## src/sv/mss_pkg.sv

```systemverilog
package mss_pkg;

  // input word kinds
  localparam logic [1:0] MODE_REQ  = 2'd0;
  localparam logic [1:0] MODE_BYTE = 2'd1;
  localparam logic [1:0] MODE_TICK = 2'd2;

  // command codes for the string sender
  localparam logic [2:0] CMD_NONE = 3'd0;
  localparam logic [2:0] CMD_CPIN = 3'd1;
  localparam logic [2:0] CMD_CREG = 3'd2;
  localparam logic [2:0] CMD_CSQ  = 3'd3;
  localparam logic [2:0] CMD_AT   = 3'd4;
  localparam logic [2:0] CMD_CMGF = 3'd5;
  localparam logic [2:0] CMD_CMGS = 3'd6;
  localparam logic [2:0] CMD_MSG  = 3'd7;

  // outcome codes
  localparam logic [1:0] OUTC_NONE   = 2'd0;
  localparam logic [1:0] OUTC_SENT   = 2'd1;
  localparam logic [1:0] OUTC_FAILED = 2'd2;

  // configuration register indexes
  localparam logic [2:0] CFG_MIN_SIGNAL     = 3'd0;
  localparam logic [2:0] CFG_MAX_SEND_TRIES = 3'd1;
  localparam logic [2:0] CFG_MAX_NET_TRIES  = 3'd2;
  localparam logic [2:0] CFG_CMD_TIMEOUT    = 3'd3;
  localparam logic [2:0] CFG_SIGNAL_TIMEOUT = 3'd4;
  localparam logic [2:0] CFG_SEND_TIMEOUT   = 3'd5;

  // configuration reset values
  localparam logic [6:0]  MIN_SIGNAL_RST     = 7'd10;
  localparam logic [2:0]  MAX_SEND_TRIES_RST = 3'd3;
  localparam logic [2:0]  MAX_NET_TRIES_RST  = 3'd3;
  localparam logic [15:0] CMD_TIMEOUT_RST    = 16'd5000;
  localparam logic [15:0] SIGNAL_TIMEOUT_RST = 16'd15000;
  localparam logic [15:0] SEND_TIMEOUT_RST   = 16'd20000;

  // saturation limits
  localparam logic [16:0] ELAPSED_MAX = 17'h1FFFF;
  localparam logic [2:0]  TRIES_MAX   = 3'd7;
  localparam logic [6:0]  SIG_MAX     = 7'd127;

  // reply characters
  localparam logic [7:0] CH_COMMA = 8'h2C;
  localparam logic [7:0] CH_ONE   = 8'h31;
  localparam logic [7:0] CH_FIVE  = 8'h35;
  localparam logic [7:0] CH_O     = 8'h4F;
  localparam logic [7:0] CH_K     = 8'h4B;
  localparam logic [7:0] CH_GT    = 8'h3E;
  localparam logic [7:0] CH_SPACE = 8'h20;
  localparam logic [7:0] CH_TAB   = 8'h09;
  localparam logic [7:0] CH_CR    = 8'h0D;
  localparam logic [7:0] CH_PLUS  = 8'h2B;
  localparam logic [7:0] CH_MINUS = 8'h2D;
  localparam logic [7:0] CH_ZERO  = 8'h30;
  localparam logic [7:0] CH_NINE  = 8'h39;

  // multi-character patterns tracked over reply bytes
  localparam int unsigned PAT_N   = 3;
  localparam int unsigned PAT_LEN = 5;
  localparam logic [1:0] PAT_READY = 2'd0;
  localparam logic [1:0] PAT_CSQ   = 2'd1;
  localparam logic [1:0] PAT_CMGS  = 2'd2;

  typedef struct packed {
    logic cmgs;
    logic gt;
    logic ok;
    logic csq;
    logic c5;
    logic c1;
    logic ready;
  } flags_t;

  // sequencer to tracker
  typedef struct packed {
    logic track;
    logic clear;
  } trk_ctl_t;

  // tracker to sequencer
  typedef struct packed {
    flags_t flags;
    logic   comma;
    logic   sig_pass;
  } trk_stat_t;

  // character of a pattern at a position
  function automatic logic [7:0] pat_char(input logic [1:0] idx, input logic [2:0] pos);
    logic [7:0] ch;
    ch = 8'h00;
    unique case (idx)
      PAT_READY: begin
        unique case (pos)
          3'd0: ch = 8'h52;   // R
          3'd1: ch = 8'h45;   // E
          3'd2: ch = 8'h41;   // A
          3'd3: ch = 8'h44;   // D
          3'd4: ch = 8'h59;   // Y
          default: ch = 8'h00;
        endcase
      end
      PAT_CSQ: begin
        unique case (pos)
          3'd0: ch = 8'h2B;   // +
          3'd1: ch = 8'h43;   // C
          3'd2: ch = 8'h53;   // S
          3'd3: ch = 8'h51;   // Q
          3'd4: ch = 8'h3A;   // :
          default: ch = 8'h00;
        endcase
      end
      PAT_CMGS: begin
        unique case (pos)
          3'd0: ch = 8'h2B;   // +
          3'd1: ch = 8'h43;   // C
          3'd2: ch = 8'h4D;   // M
          3'd3: ch = 8'h47;   // G
          3'd4: ch = 8'h53;   // S
          default: ch = 8'h00;
        endcase
      end
      default: ch = 8'h00;
    endcase
    return ch;
  endfunction

endpackage

```

## src/sv/mss_track.sv

```systemverilog
module mss_track
  import mss_pkg::*;
(
  input  logic      clk,
  input  logic      rst_n,
  input  trk_ctl_t  ctl,
  input  logic [7:0] rx_byte,
  input  logic [6:0] min_signal,
  output trk_stat_t stat
);

  // number parser states
  typedef enum logic [3:0] {
    NP_SKIP = 4'b0001,
    NP_POS  = 4'b0010,
    NP_NEG  = 4'b0100,
    NP_STOP = 4'b1000
  } np_t;

  logic [2:0] prog_r   [PAT_N];
  logic [2:0] prog_nxt [PAT_N];
  logic [7:0] prev_r;
  flags_t     flags_r, flags_nxt;
  logic [6:0] sig_r, sig_nxt;
  np_t        np_r, np_nxt;

  logic        is_digit, is_space, comma;
  logic [10:0] sig_sum;
  logic [6:0]  sig_add;
  logic [PAT_N-1:0] hit;

  assign is_digit = (rx_byte >= CH_ZERO) && (rx_byte <= CH_NINE);
  assign is_space = (rx_byte == CH_SPACE) || ((rx_byte >= CH_TAB) && (rx_byte <= CH_CR));
  assign comma    = flags_r.csq && (rx_byte == CH_COMMA);

  // value * 10 + digit, saturating
  assign sig_sum = {1'b0, sig_r, 3'b000} + {3'b000, sig_r, 1'b0} + {7'd0, rx_byte[3:0]};
  assign sig_add = (sig_sum > {4'd0, SIG_MAX}) ? SIG_MAX : sig_sum[6:0];

  // pattern progress, one tracker per pattern
  always_comb begin
    for (int i = 0; i < PAT_N; i++) begin
      if ((prog_r[i] < 3'(PAT_LEN)) && (rx_byte == pat_char(2'(i), prog_r[i]))) begin
        prog_nxt[i] = prog_r[i] + 3'd1;
      end else begin
        prog_nxt[i] = (rx_byte == pat_char(2'(i), 3'd0)) ? 3'd1 : 3'd0;
      end
      hit[i] = (prog_nxt[i] == 3'(PAT_LEN));
      if (hit[i]) begin
        prog_nxt[i] = 3'd0;
      end
    end
  end

  // signal number parser, runs after the csq header until the comma
  always_comb begin
    sig_nxt = sig_r;
    np_nxt  = np_r;
    if (flags_r.csq && !comma) begin
      unique case (np_r)
        NP_SKIP: begin
          if (is_space) begin
            np_nxt = NP_SKIP;
          end else if (rx_byte == CH_PLUS) begin
            np_nxt = NP_POS;
          end else if (rx_byte == CH_MINUS) begin
            np_nxt = NP_NEG;
          end else if (is_digit) begin
            sig_nxt = sig_add;
            np_nxt  = NP_POS;
          end else begin
            np_nxt = NP_STOP;
          end
        end
        NP_POS: begin
          if (is_digit) begin
            sig_nxt = sig_add;
          end else begin
            np_nxt = NP_STOP;
          end
        end
        NP_NEG: begin
          // a nonzero negative value stays negative
          if (is_digit) begin
            sig_nxt = sig_add;
          end else if (sig_r == 7'd0) begin
            np_nxt = NP_STOP;
          end
        end
        NP_STOP: np_nxt = NP_STOP;
        default: np_nxt = NP_STOP;
      endcase
    end
  end

  // seen flags after this byte
  always_comb begin
    flags_nxt       = flags_r;
    flags_nxt.ready = flags_r.ready | hit[PAT_READY];
    flags_nxt.csq   = flags_r.csq   | hit[PAT_CSQ];
    flags_nxt.cmgs  = flags_r.cmgs  | hit[PAT_CMGS];
    flags_nxt.c1    = flags_r.c1 | ((prev_r == CH_COMMA) && (rx_byte == CH_ONE));
    flags_nxt.c5    = flags_r.c5 | ((prev_r == CH_COMMA) && (rx_byte == CH_FIVE));
    flags_nxt.ok    = flags_r.ok | ((prev_r == CH_O) && (rx_byte == CH_K));
    flags_nxt.gt    = flags_r.gt | (rx_byte == CH_GT);
  end

  // status toward the sequencer
  assign stat.flags    = ctl.track ? flags_nxt : flags_r;
  assign stat.comma    = ctl.track && comma;
  assign stat.sig_pass = !((np_r == NP_NEG) && (sig_r != 7'd0)) && (sig_r >= min_signal);

  // tracker registers, cleared whenever a command goes out
  always_ff @(posedge clk) begin
    if (!rst_n || ctl.clear) begin
      for (int i = 0; i < PAT_N; i++) begin
        prog_r[i] <= 3'd0;
      end
      prev_r  <= 8'd0;
      flags_r <= '0;
      sig_r   <= 7'd0;
      np_r    <= NP_SKIP;
    end else if (ctl.track) begin
      for (int i = 0; i < PAT_N; i++) begin
        prog_r[i] <= prog_nxt[i];
      end
      prev_r  <= rx_byte;
      flags_r <= flags_nxt;
      sig_r   <= sig_nxt;
      np_r    <= np_nxt;
    end
  end

endmodule

```

## src/sv/modem_sms_send_sequencer_unit.sv

```systemverilog
// result word: registered from the input word register when the phase step is taken
// throughput: one word per cycle while the result word is not stalled; the whole
//   phase step is one pass from the input register to the result register
// reset: synchronous, active low; clears the phase, counters, timer, reply trackers,
//   both valid bits, and returns all configuration registers to their defaults
module modem_sms_send_sequencer_unit
  import mss_pkg::*;
(
  input  logic        clk,
  input  logic        rst_n,
  input  logic        in_valid,
  output logic        in_ready,
  input  logic [1:0]  in_mode,
  input  logic [7:0]  in_rx_byte,
  output logic        out_valid,
  input  logic        out_ready,
  output logic [2:0]  out_command,
  output logic        out_request_accepted,
  output logic [1:0]  out_outcome,
  output logic        out_retrying,
  output logic        out_busy_res,
  input  logic        cfg_we,
  input  logic [2:0]  cfg_index,
  input  logic [15:0] cfg_wdata
);

  typedef enum logic [7:0] {
    PH_IDLE   = 8'b0000_0001,
    PH_SIM    = 8'b0000_0010,
    PH_NET    = 8'b0000_0100,
    PH_SIG    = 8'b0000_1000,
    PH_AT     = 8'b0001_0000,
    PH_TEXT   = 8'b0010_0000,
    PH_PROMPT = 8'b0100_0000,
    PH_SEND   = 8'b1000_0000
  } phase_t;

  // configuration
  logic [6:0]  min_signal_r;
  logic [2:0]  max_send_tries_r, max_net_tries_r;
  logic [15:0] cmd_timeout_r, signal_timeout_r, send_timeout_r;

  // input word register
  logic       in_v_r;
  logic [1:0] mode_r;
  logic [7:0] byte_r;

  // sequencer state
  phase_t      phase_r, phase_nxt;
  logic [2:0]  send_tries_r, send_tries_nxt;
  logic [2:0]  net_tries_r, net_tries_nxt;
  logic [16:0] elapsed_r, elapsed_nxt;

  // result word register
  logic       out_v_r;
  logic [2:0] command_r, command_nxt;
  logic       acc_r, acc_nxt;
  logic [1:0] outcome_r, outcome_nxt;
  logic       retry_r, retry_nxt;
  logic       busy_r;

  logic        step, issue, failed, can_expire;
  logic [16:0] el_inc;
  logic [15:0] limit;
  logic [2:0]  st_inc, nt_inc;
  trk_ctl_t    trk_ctl;
  trk_stat_t   trk_stat;

  assign step     = in_v_r && (!out_v_r || out_ready);
  assign in_ready = !in_v_r || step;

  // configuration writes
  always_ff @(posedge clk) begin
    if (!rst_n) begin
      min_signal_r     <= MIN_SIGNAL_RST;
      max_send_tries_r <= MAX_SEND_TRIES_RST;
      max_net_tries_r  <= MAX_NET_TRIES_RST;
      cmd_timeout_r    <= CMD_TIMEOUT_RST;
      signal_timeout_r <= SIGNAL_TIMEOUT_RST;
      send_timeout_r   <= SEND_TIMEOUT_RST;
    end else if (cfg_we) begin
      unique case (cfg_index)
        CFG_MIN_SIGNAL:     min_signal_r     <= cfg_wdata[6:0];
        CFG_MAX_SEND_TRIES: max_send_tries_r <= cfg_wdata[2:0];
        CFG_MAX_NET_TRIES:  max_net_tries_r  <= cfg_wdata[2:0];
        CFG_CMD_TIMEOUT:    cmd_timeout_r    <= cfg_wdata;
        CFG_SIGNAL_TIMEOUT: signal_timeout_r <= cfg_wdata;
        CFG_SEND_TIMEOUT:   send_timeout_r   <= cfg_wdata;
        default: ;
      endcase
    end
  end

  // input word register
  always_ff @(posedge clk) begin
    if (!rst_n) begin
      in_v_r <= 1'b0;
    end else if (in_valid && in_ready) begin
      in_v_r <= 1'b1;
    end else if (step) begin
      in_v_r <= 1'b0;
    end
  end

  always_ff @(posedge clk) begin
    if (in_valid && in_ready) begin
      mode_r <= in_mode;
      byte_r <= in_rx_byte;
    end
  end

  // reply byte trackers
  assign trk_ctl.track = step && (mode_r == MODE_BYTE) && (phase_r != PH_IDLE);
  assign trk_ctl.clear = step && issue;

  mss_track u_track (
    .clk        (clk),
    .rst_n      (rst_n),
    .ctl        (trk_ctl),
    .rx_byte    (byte_r),
    .min_signal (min_signal_r),
    .stat       (trk_stat)
  );

  assign el_inc = (elapsed_r == ELAPSED_MAX) ? elapsed_r : elapsed_r + 17'd1;
  assign st_inc = (send_tries_r == TRIES_MAX) ? send_tries_r : send_tries_r + 3'd1;
  assign nt_inc = (net_tries_r == TRIES_MAX) ? net_tries_r : net_tries_r + 3'd1;

  // tick limit for the current phase
  always_comb begin
    limit      = cmd_timeout_r;
    can_expire = 1'b1;
    if (phase_r == PH_SIG) begin
      limit      = signal_timeout_r;
      can_expire = !trk_stat.flags.csq;
    end else if (phase_r == PH_SEND) begin
      limit = send_timeout_r;
    end
  end

  // phase step for one word
  always_comb begin
    phase_nxt      = phase_r;
    send_tries_nxt = send_tries_r;
    net_tries_nxt  = net_tries_r;
    elapsed_nxt    = elapsed_r;
    command_nxt    = CMD_NONE;
    acc_nxt        = 1'b0;
    outcome_nxt    = OUTC_NONE;
    retry_nxt      = 1'b0;
    issue          = 1'b0;
    failed         = 1'b0;

    unique case (mode_r)
      MODE_REQ: begin
        if (phase_r == PH_IDLE) begin
          acc_nxt        = 1'b1;
          send_tries_nxt = 3'd0;
          net_tries_nxt  = 3'd0;
          issue          = 1'b1;
          command_nxt    = CMD_CPIN;
          phase_nxt      = PH_SIM;
        end
      end
      MODE_BYTE: begin
        unique case (phase_r)
          PH_IDLE: ;
          PH_SIM: begin
            if (trk_stat.flags.ready) begin
              issue       = 1'b1;
              command_nxt = CMD_CREG;
              phase_nxt   = PH_NET;
            end
          end
          PH_NET: begin
            if (trk_stat.flags.c1 || trk_stat.flags.c5) begin
              net_tries_nxt = 3'd0;
              issue         = 1'b1;
              command_nxt   = CMD_CSQ;
              phase_nxt     = PH_SIG;
            end
          end
          PH_SIG: begin
            if (trk_stat.comma) begin
              if (trk_stat.sig_pass) begin
                issue       = 1'b1;
                command_nxt = CMD_AT;
                phase_nxt   = PH_AT;
              end else begin
                failed = 1'b1;
              end
            end
          end
          PH_AT: begin
            if (trk_stat.flags.ok) begin
              issue       = 1'b1;
              command_nxt = CMD_CMGF;
              phase_nxt   = PH_TEXT;
            end
          end
          PH_TEXT: begin
            if (trk_stat.flags.ok) begin
              issue       = 1'b1;
              command_nxt = CMD_CMGS;
              phase_nxt   = PH_PROMPT;
            end
          end
          PH_PROMPT: begin
            if (trk_stat.flags.gt) begin
              issue       = 1'b1;
              command_nxt = CMD_MSG;
              phase_nxt   = PH_SEND;
            end
          end
          PH_SEND: begin
            if (trk_stat.flags.cmgs && trk_stat.flags.ok) begin
              phase_nxt   = PH_IDLE;
              outcome_nxt = OUTC_SENT;
            end
          end
          default: ;
        endcase
      end
      MODE_TICK: begin
        if (phase_r != PH_IDLE) begin
          elapsed_nxt = el_inc;
          if (can_expire && (el_inc > {1'b0, limit})) begin
            if (phase_r == PH_NET) begin
              net_tries_nxt = nt_inc;
              if (nt_inc >= max_net_tries_r) begin
                failed = 1'b1;
              end else begin
                issue       = 1'b1;
                command_nxt = CMD_CREG;
              end
            end else begin
              failed = 1'b1;
            end
          end
        end
      end
      default: ;
    endcase

    // failed attempt: restart or give up
    if (failed) begin
      send_tries_nxt = st_inc;
      if (st_inc >= max_send_tries_r) begin
        phase_nxt   = PH_IDLE;
        outcome_nxt = OUTC_FAILED;
      end else begin
        retry_nxt   = 1'b1;
        issue       = 1'b1;
        command_nxt = CMD_CPIN;
        phase_nxt   = PH_SIM;
      end
    end

    if (issue) begin
      elapsed_nxt = 17'd0;
    end
  end

  // sequencer state registers
  always_ff @(posedge clk) begin
    if (!rst_n) begin
      phase_r      <= PH_IDLE;
      send_tries_r <= 3'd0;
      net_tries_r  <= 3'd0;
      elapsed_r    <= 17'd0;
    end else if (step) begin
      phase_r      <= phase_nxt;
      send_tries_r <= send_tries_nxt;
      net_tries_r  <= net_tries_nxt;
      elapsed_r    <= elapsed_nxt;
    end
  end

  // result word register
  always_ff @(posedge clk) begin
    if (!rst_n) begin
      out_v_r <= 1'b0;
    end else if (step) begin
      out_v_r <= 1'b1;
    end else if (out_ready) begin
      out_v_r <= 1'b0;
    end
  end

  always_ff @(posedge clk) begin
    if (step) begin
      command_r <= command_nxt;
      acc_r     <= acc_nxt;
      outcome_r <= outcome_nxt;
      retry_r   <= retry_nxt;
      busy_r    <= (phase_nxt != PH_IDLE);
    end
  end

  assign out_valid            = out_v_r;
  assign out_command          = command_r;
  assign out_request_accepted = acc_r;
  assign out_outcome          = outcome_r;
  assign out_retrying         = retry_r;
  assign out_busy_res         = busy_r;

endmodule

```

## config.mk

```make
export PLATFORM = sky130hd
export DESIGN_NAME = modem_sms_send_sequencer_unit
export DESIGN_NICKNAME = d
export VERILOG_FILES = /design/src/sv/mss_pkg.sv /design/src/sv/mss_track.sv /design/src/sv/modem_sms_send_sequencer_unit.sv
export SDC_FILE = /design/constraint.sdc
export NUM_CORES = 1
export LEC_CHECK = 0
export ABC_AREA = 0
export BUFFER_PORTS_ARGS = -buffer_cell sky130_fd_sc_hd__buf_2
export CELL_PAD_IN_SITES_DETAIL_PLACEMENT = 0
export CELL_PAD_IN_SITES_GLOBAL_PLACEMENT = 1
export CORE_ASPECT_RATIO = 1.2
export CORE_UTILIZATION = 47
export CTS_CLUSTER_DIAMETER = 200
export DETAILED_ROUTE_END_ITERATION = 6
export PLACE_DENSITY_LB_ADDON = 0.1
export SETUP_SLACK_MARGIN = 0.5
export SYNTH_ARGS = -nofsm -noshare
export SYNTH_HDL_FRONTEND = slang
export SYNTH_SLANG_ARGS = --single-unit
```

## constraint.sdc

```tcl
create_clock -name clk -period 4.9 [get_ports clk]
set_clock_uncertainty 0.1 [all_clocks]
set_input_delay 0 -clock clk [delete_from_list [all_inputs] [get_ports clk]]
set_output_delay 0 -clock clk [all_outputs]
set_load 0.01 [all_outputs]
```

[Word-level counts from Yosys, hierarchy flattened]
Memories as Yosys holds them, arrays and structs flattened.
Cells that the tools add are included.
Storage, ports and cells
  bits in registers: 138
  bits in writable memories: 9
  bits of input ports: 34
  memories kept: 1
Memory list
  u_track.prog_r: words 3, bits a word 3, read ports 3, clocked after Yosys merged registers in 0, write ports 3, line mss_track.sv:20  | logic [2:0] prog_r [PAT_N];
Cells by class
  $add $sub $neg: 8
  $lt $le $gt $ge: 12
  equal/unequal tests: 66
  multiplexer cells: 118
  bitwise logic cells: 10
  reductions and logical operators: 59
Operator list (number)
  case mux 7 bit (5 select lines): 3
  2-to-1 mux 8 bit: 13
  2-to-1 mux 3 bit: 26
  == test 8 x 6 -> 1 bit, second input constant: 9
  2-to-1 mux 17 bit: 4
  case mux 8 bit (7 select lines): 1
  2-to-1 mux 7 bit: 6
  2-to-1 mux 1 bit: 38
  2-to-1 mux 16 bit: 2
  == test 3 bit, second input constant: 10
  2-to-1 mux 4 bit: 7
  == test 3 x 2 -> 1 bit, second input constant: 8
  == test 8 x 7 -> 1 bit: 3
  == test 8 x 7 -> 1 bit, second input constant: 3
  == test 8 bit: 3
  logical AND 1 bit: 20
  2-to-1 mux 2 bit: 9
  != test 2 bit, second input constant: 9
  case mux 3 bit (3 select lines): 2
  case mux 3 bit (6 select lines): 1
  adder 17 x 1 -> 17 bit, second input constant: 1
  == test 17 bit, second input constant: 1
  > comparator 17 x 16 -> 1 bit: 1
  != test 8 x 1 -> 1 bit, second input constant: 2
  45 further kinds: 91

[Longest topological paths before layout]
Gate-level depths: netlist of the first run.
An unclocked memory read counts as a cell.
  word-level depth: 25
  depth in mapped cells: 19
  mapped depth without buffers: 16

[Modules after synthesis]
Synthesis of the first run repeated with hierarchy kept, for this count alone.
Unflattened totals
  cells, all modules: 1085
  area total of the unflattened synthesis: 8987.4 um^2
By module, submodules not included
  modem_sms_send_sequencer_unit: instances 1, cells each 754, area an instance 6152.2 um^2, sequential area each 2422.3 um^2
  mss_track: instances 1, cells each 331, area an instance 2835.2 um^2, sequential area each 790.8 um^2

[Worst setup path after synthesis of the first run]
Ideal clock, no wire load.
  path kind: register to register
  start: register elapsed_r[8]
  end: memory u_track.prog_r[0][0], enable pin
  data arrival time: 4057 ps
  slack: 403 ps
  stages on the path, launching flop included: 19
  path buffers: 2
  clock period less this slack: 4497 ps
  cell sequence: dfxtp_1 > clkbuf_1 > and4_1 > nand4_1 > or3_1 > clkbuf_1 > nand4_1 > inv_1 > and3_1 > xor2_1 > ha_1 > nand4_1 > nor3_1 > o31ai_1 > a31oi_1 > o21a_1 > nand2_1 > o311ai_2 > nand2b_1
RTL lines
  start: declaration: line modem_sms_send_sequencer_unit.sv:52  | logic [16:0] elapsed_r, elapsed_nxt;
  start signal: assignment: line modem_sms_send_sequencer_unit.sv:275  | elapsed_r <= elapsed_nxt;
  end: declaration: line mss_track.sv:20

[Worst setup path after layout of the first run]
  start: register elapsed_r[9]
  end: register busy_r, in the netlist out_busy_res (data pin)
On the way
  longest elaborated chain between the ends: 9
  elaborated cells between the ends (all ways): 10
  those cells by class: add/sub: 1; order compare: 1; eq/ne: 2; mux: 5; reduce/logical: 1
RTL lines
  adder 17 x 1 -> 17 bit or == test 17 bit (tied branches): line modem_sms_send_sequencer_unit.sv:125  | assign el_inc = (elapsed_r == ELAPSED_MAX) ? elapsed_r : elapsed_r + 17'd1;
  2-to-1 mux 17 bit (*): line modem_sms_send_sequencer_unit.sv:125
  > comparator 17 x 16 -> 1 bit (*): line modem_sms_send_sequencer_unit.sv:227  | if (can_expire && (el_inc > {1'b0, limit})) begin
  logical AND 1 bit (*): line modem_sms_send_sequencer_unit.sv:227
  2-to-1 mux 1 bit (*): line modem_sms_send_sequencer_unit.sv:227
  2-to-1 mux 1 bit (*): line modem_sms_send_sequencer_unit.sv:225  | if (phase_r != PH_IDLE) begin
  case mux 1 bit (2 select lines) (*): line modem_sms_send_sequencer_unit.sv:154  | unique case (mode_r)
  2-to-1 mux 8 bit (*): line modem_sms_send_sequencer_unit.sv:246  | if (failed) begin
  != test 8 x 1 -> 1 bit (*): line modem_sms_send_sequencer_unit.sv:296  | busy_r <= (phase_nxt != PH_IDLE);
  end signal: assignment: line modem_sms_send_sequencer_unit.sv:296
  end: declaration: line modem_sms_send_sequencer_unit.sv:60  | logic busy_r;
Every way passes the cells marked *; elsewhere a longest branch is shown, timed or not.
A chain may end at the register's enable or synchronous reset.

==> impl_metrics.csv, run 1 <==
group,metric,value,unit
layout,syn_to_final_growth,20.2,%
synth,synth_top_flop_cell,"dfxtp_1",
floorplan,ios,44,
cts,cts_tree,"done",
drt,drc,0,
timing,fin_crit,4360,ps
layout,drive_above_1_share,16.3,%
floorplan,rows,55,
global_route,overflow,0,
critical_path,crit_arrival,4430,ps
pwr,p_int,0.00210,W
global_route,grt_usage,26.0,%
timing,max_freq,229,MHz
layout,final_nets,1288,
timing,tns,0,ps
synth,synth-seq-cells,147,
timing,hold_slack,118,ps
cts,cts-buffers-inserted,17,
timing,final-hold-violation-count,0,
timing,max-slew-margin-rel,36.2,%
cts,htreeDepth,4,
global_route,met2_usage,48.6,%
pwr,power_frac_comb,9.3,%
cts,clock_latency,430,ps
cts,path_clk_slew,70,ps
floorplan,die_area,19900,um2
synth,syn_area,9070,um2
floorplan,die_w,129,um
worst_hold_path,holdCritPathClass,"primary input to flop",
pwr,p_sw,0.000782,W
global_route,gr-usage-met3,4.38,%
timing,rsz0062_at_grt,"yes",
synth,yosysSeqAreaShare,35.4,%
critical_path,start_kind,"flop",
pwr,powerDensity,265,nW/um2
placement,port_buffers,43,
floorplan,core-area,18900,um2
pwr,seqPwrFrac,44.8,%
synth,synthDistinctLibCells,86,
critical_path,crit_family,"simple AND/OR/NAND/NOR gates",
floorplan,initial_core_util,48.1,%
critical_path,critPathRequiredTime,4970,ps
synth,yosysTopAreaCell,"dfxtp_1",
global_route,grt_pass1_wl,39900,um
critical_path,end_kind,"flop",
cts,root_buffer,"clkbuf_16",
cts,clockBufferDepth,2,
timing,tightest_slew,949,ps
synth,synth_area_leaders,"dfxtp_1 (26%), nand2_1 (9.4%), ha_1 (9.0%), edfxtp_1 (8.9%), a21boi_0 (3.1%)",
timing,setup_viol,0,
pwr,irDropWorstVdd,241,uV
drt,drt-initial-drc-count,438,
outcome,status,"complete, no violations",
global_route,antenna_found_initial,0,
synth,yosysWarnings,0,
critical_path,path_cells,"and4_4 > nand4_1 > or3_4 > nand4_1 > inv_2 > and3_4 > xor2_2 > ha_1 > nand4_1 > nor2_1 > a211oi_2 > a31oi_2 > o21a_2 > a31o_4 > a31o_1 > or4_1",
pwr,netSwitchingFraction,27.1,%
drt,post_drt_wl_per_cell,17.3,um
timing,slew_viol_final,0,
critical_path,cp_slowest_stage_delay,460,ps
floorplan,die_y,154,um
cts,cts.sinks,147,
synth,syn_nets,1200,
critical_path,critPathKind,"flop to flop",
drt,drt-total-wl,25200,um
timing,fin_crit_sh,89.0,%
global_route,grt_max_degree,84,
critical_path,path_buf_inv,1,
pwr,p_leak,4.45,nW
drt,ant_nets,0,
placement,gp_congestion,0.897,
global_route,grt_busiest_layer,"met2",
critical_path,cp_slowest_cell,"or4_1",
synth,synth_edf_count,27,
placement,dp_hpwl,17500,um
global_route,grt_util_met1,28.7,%
synth,synth_top_cell_area_share,26.5,%
critical_path,cpMostUsedCell,"nand4_1",
run,maxCapViolCount,0,
layout,insertedDiodeCount,0,
synth,synthArstFlopShare,0,%
drt,drtPass1Iterations,5,
drt,vias_per_cell,5.63,
critical_path,critical_path.max_fanout,6,
synth,synth.avg_cell_area,8.25,um2
global_route,grt_pass1_vias,7841,
synth,synthCells,1099,
pwr,p_clk_share,45.8,%
drt,num_vias,8194,
synth_stat cells (all sizes together), types with 6 or more instances:
master   count
nand3       56
and2        10
nor4        17
a2111oi      6
nand4       16
xor2         8
xnor2       15
a211oi       8
a21oi       31
a31oi        7
buf         18
nor2b       14
nand2      227
a21boi      39
inv         53
edfxtp      27
nand2b      14
o211ai      11
o31ai        9
mux2i       15
o21ai       38
a32o         8
dfxtp      120
a21o        10
and3        12
o22ai        8
clkbuf      36
ha          65
or4          6
a32oi        7
nor2        72
nor3        28
or2          7
registers in the layout, summed over array words and instances, names as in the netlist, 2 cells and up:
name and count:
elapsed_r 17, send_tries_r 3, out_outcome 2, phase_r 8, send_timeout_r 16, max_net_tries_r 3, max_send_tries_r 3, u_track.prog_r 9
u_track.prev_r 8, out_command 3, u_track.np_r 4, byte_r 8, net_tries_r 3, cmd_timeout_r 16, u_track.flags_r 7, u_track.sig_r 7
signal_timeout_r 16, mode_r 2, min_signal_r 7
worst min-delay path, stage by stage:
cell and delay (ps):
buf_2 90, buf_4 310, nand2_1 140
power groups by stage:
stage               Clock, W  Sequential [W]  Combinational [W]
detailed placement         0         0.00132           0.000232
global placement           0         0.00132           0.000231
CTS                  0.00134         0.00129           0.000254
finish               0.00132         0.00129           0.000269
floorplan                  0         0.00130           0.000163
global route         0.00140         0.00130           0.000297
layer usage:
layer	vias to the layer above	part of all wire, %	routed length, um
li1	4121	-	-
met1	3874	41	10300
met2	154	53	13400
met3	45	2.8	717
met4	0	2.9	722
met5	-	0	0
repair_timing:
action	CTS	global route
endpoints found under the hold margin	73	0
gates resized for setup	8	41
gates cloned	0	4
pin swaps	2	25
setup buffers	2	12
hold buffers	33	0
setup endpoints to repair	23	68
stage by stage:
| stage | util, % | setup WS [ps] | cell area [um2] | total power (W) | cells |
|---|---|---|---|---|---|
| after CTS | 56.2 | 481 | 10600 | 0.00289 | 1440 |
| after detailed placement | 51.1 | 328 | 9630 | 0.00155 | 1373 |
| after global placement | 51.1 | 400 | 9630 | 0.00155 | 1373 |
| after floorplan | - | 506 | 9080 | 0.00147 | 1099 |
| final | 57.8 | 541 | 10900 | 0.00288 | 1456 |
| after global routing | 57.8 | 406 | 10900 | 0.00299 | 1456 |
cell usage in the layout, fill, tap and decap left out, types with 6 or more instances in the layout:
cell	instances
nand2_1	226
dfxtp_1	111
nor2_1	71
ha_1	64
nand3_1	55
inv_1	51
buf_2	43
buf_4	38
a21boi_0	37
o21ai_0	34
dlygate4sd3_1	33
a21oi_1	29
edfxtp_1	27
nor3_1	25
clkbuf_16	18
nand4_1	16
mux2i_1	15
nor2b_1	14
xnor2_1	14
nand2b_1	13
nor4_1	12
and2_1	10
o211ai_1	10
and3_1	9
a21o_1	9
o22ai_1	8
a32o_1	8
or2_2	7
xor2_1	7
o31ai_1	7
inv_6	7
a32oi_1	6
dfxtp_2	6
area by class of cell:
type	instances	area [um2]
clock inverter	14	159
fill	1802	7950
timing repair buffer	122	952
tap	256	320
inverter	53	199
multi-input combinational	846	5610
clock buffer	18	429
sequential	147	3230
final timing paths:
kind,start,endpoint,slack [ps],cells past startpoint
worst max-delay path,elapsed_r[9],out_busy_res,540,16
worst min-delay path,rst_n,max_net_tries_r[0],120,3
worst max register to register,elapsed_r[9],out_busy_res,540,16
worst min register to register,u_track.prev_r[3],u_track.prev_r[3],360,2
cell families (layout without fill, tap and decap cells):
family / Yosys count / count (layout) / share of synthesized area [%]
multiplexers: 17 / 17 / 1.90
AND/OR/NAND/NOR: 508 / 509 / 27.6
XOR/XNOR: 23 / 23 / 2.22
AO/OA/AOI/OAI: 230 / 230 / 18.7
flip-flops: 147 / 147 / 35.4
adder cells (fa/ha/maj): 67 / 67 / 9.41
buffers and inverters: 107 / 207 / 4.83
Note: power is estimated with default switching activity, not from simulation.
==> run 2: changes to the inputs <==
--- a/config.mk
+++ b/config.mk
@@ -7,13 +7,11 @@
 export LEC_CHECK = 0
 export ABC_AREA = 0
 export BUFFER_PORTS_ARGS = -buffer_cell sky130_fd_sc_hd__buf_2
-export CELL_PAD_IN_SITES_DETAIL_PLACEMENT = 0
-export CELL_PAD_IN_SITES_GLOBAL_PLACEMENT = 1
 export CORE_ASPECT_RATIO = 1.2
-export CORE_UTILIZATION = 47
+export CORE_UTILIZATION = 62
 export CTS_CLUSTER_DIAMETER = 200
 export DETAILED_ROUTE_END_ITERATION = 6
-export PLACE_DENSITY_LB_ADDON = 0.1
+export PLACE_DENSITY = 0.8
 export SETUP_SLACK_MARGIN = 0.5
 export SYNTH_ARGS = -nofsm -noshare
 export SYNTH_HDL_FRONTEND = slang
==> run 2 against run 1 <==
Against the previous run: via count grew 5.6%; sequential power is essentially flat; hold slack is essentially flat; first-iteration DRC count grew 79%; cell area shrank 1.9%; sequential share of layout area grew 0.68 points; core utilization grew 17 points; clock-buffer cell count grew 4; largest power group unchanged.
==> impl_metrics.csv, run 2 (synthesized netlist as in run 1, its figures left out) <==
group,metric,value,unit
outcome,status,"complete, no violations",
timing,fin_crit,4390,ps
critical_path,path_buf_inv,1,
worst_hold_path,holdCritPathClass,"primary input to flop",
drt,drtPass1Iterations,5,
drt,drt-initial-drc-count,785,
critical_path,r2r_cells,16,
drt,vias_per_cell,6.32,
critical_path,cpMostUsedCell,"nand4_1",
drt,drt-total-wl,24600,um
placement,port_buffers,43,
timing,slew_viol_final,0,
cts,path_clk_slew,60,ps
pwr,p_leak,4.39,nW
timing,rsz0062_at_grt,"no",
critical_path,cp_slowest_stage_delay,460,ps
layout,syn_to_final_growth,17.9,%
pwr,powerDensity,269,nW/um2
worst_hold_path,hold_depth,3,
timing,final-hold-violation-count,0,
global_route,grt_pass1_vias,8280,
run,maxCapViolCount,0,
critical_path,end_kind,"flop",
timing,setup_viol,0,
floorplan,core-area,14400,um2
critical_path,crit_path_start,"elapsed_r[2]",
critical_path,rr_startpoint,"elapsed_r[2]",
layout,drive_above_1_share,15.2,%
cts,root_buffer,"clkbuf_16",
placement,gp_congestion,0.919,
floorplan,rows,48,
layout,largest_reg_flops,17,
layout,insertedDiodeCount,0,
critical_path,critPathRequiredTime,4970,ps
cts,clock_latency,430,ps
placement,dp_hpwl,16300,um
floorplan,die_w,112,um
timing,max_freq,228,MHz
cts,htreeDepth,4,
layout,regMostFlops,"elapsed_r",
global_route,grt_usage,32.6,%
drt,post_drt_wl_per_cell,18.0,um
timing,fin_crit_sh,89.5,%
layout,fill_cells,1055,
floorplan,die_area,15100,um2
cts,cts_tree,"done",
pwr,irDropWorstVdd,227,uV
drt,drc,0,
cts,cts-buffers-inserted,17,
floorplan,die_y,134,um
global_route,overflow,0,
timing,hold_slack,117,ps
worst_hold_path,hold_start,"rst_n",
timing,tightest_slew,1000,ps
global_route,grt_max_degree,84,
layout,final_common_cell,"nand2_1",
layout,final_cell_mix,"nand2_1 (225), dfxtp_1 (108), nor2_1 (71), ha_1 (64), nand3_1 (56)",
critical_path,cp_slowest_cell,"or3_4",
critical_path,critical_path.max_fanout,6,
drt,num_vias,8650,
layout,final_nets,1283,
critical_path,worstSetupPathDepth,16,
cts,clockBufferDepth,2,
floorplan,ios,44,
critical_path,crit_family,"simple AND/OR/NAND/NOR gates",
global_route,grt_pass1_wl,39000,um
floorplan,initial_core_util,63.2,%
critical_path,start_kind,"flop",
timing,tns,0,ps
timing,max-slew-margin-rel,32.6,%
critical_path,critPathKind,"flop to flop",
cts,cts.sinks,147,
drt,ant_nets,0,
critical_path,path_cells,"and3_4 > nand4_1 > or3_4 > nand4_1 > inv_1 > and3_1 > xor2_1 > ha_1 > nand4_1 > nor2_1 > a211oi_2 > a31oi_2 > o21a_4 > a31o_4 > a31o_1 > or4_1",
critical_path,crit_arrival,4460,ps
global_route,antenna_found_initial,0,
run 2: metal layers:
metal	GRT usage [%]	wire length, um	vias to the layer above
li1	-	-	4110
met1	35.0	9260	4100
met2	58.6	12700	339
met3	5.88	1270	101
met4	21.7	1380	0
met5	0	0	-
run 2: path summary, 6_finish.rpt:
| kind | endpoint | slack [ps] |
|---|---|---|
| worst max-delay path | out_busy_res | 510 |
| worst min register to register | u_track.prev_r[2] | 360 |
| worst min-delay path | max_send_tries_r[0] | 120 |
| worst max register to register | out_busy_res | 510 |
run 2: cell type report:
class                           instances  area [um2]  area share, %
Multi-Input combinational cell        845        5550           51.9
Inverter                               53         199           1.86
Sequential cell                       147        3240           30.3
Timing Repair Buffer                  118         881           8.24
Tap cell                              175         219           2.05
Clock inverter                          9         118           1.10
Clock buffer                           22         485           4.54
run 2: worst min-delay path: stages:
cell and delay (ps):
buf_2 90, buf_4 320, nand2_1 140
run 2: timing repair:
action                                 CTS  global route
setup buffers                            2            16
hold buffers                            36             0
pin swaps                                3            15
endpoints found under the hold margin   73             0
setup endpoints to repair               19            48
gates resized for setup                 12            33
cloned                                   0             0
run 2: stage by stage:
step                area [um2]  total power (W)  setup WS [ps]  cells  utilization, %
floorplan                 9080          0.00147            506   1099               -
finish                   10700          0.00288            515   1369            74.5
global route             10700          0.00297            381   1369            74.5
CTS                      10500          0.00288            506   1353            72.8
detailed placement        9440          0.00154            309   1284            65.8
global placement          9440          0.00154            416   1284            65.8
run 2: power by group:
group	internal (W)	leakage (nW)	total, W	switching (W)
registers	0.00126	1.24	0.00129	0.0000353
logic	0.000104	2.86	0.000251	0.000147
clock network	0.000811	0.293	0.00134	0.000525
total	0.00217	4.39	0.00288	0.000707
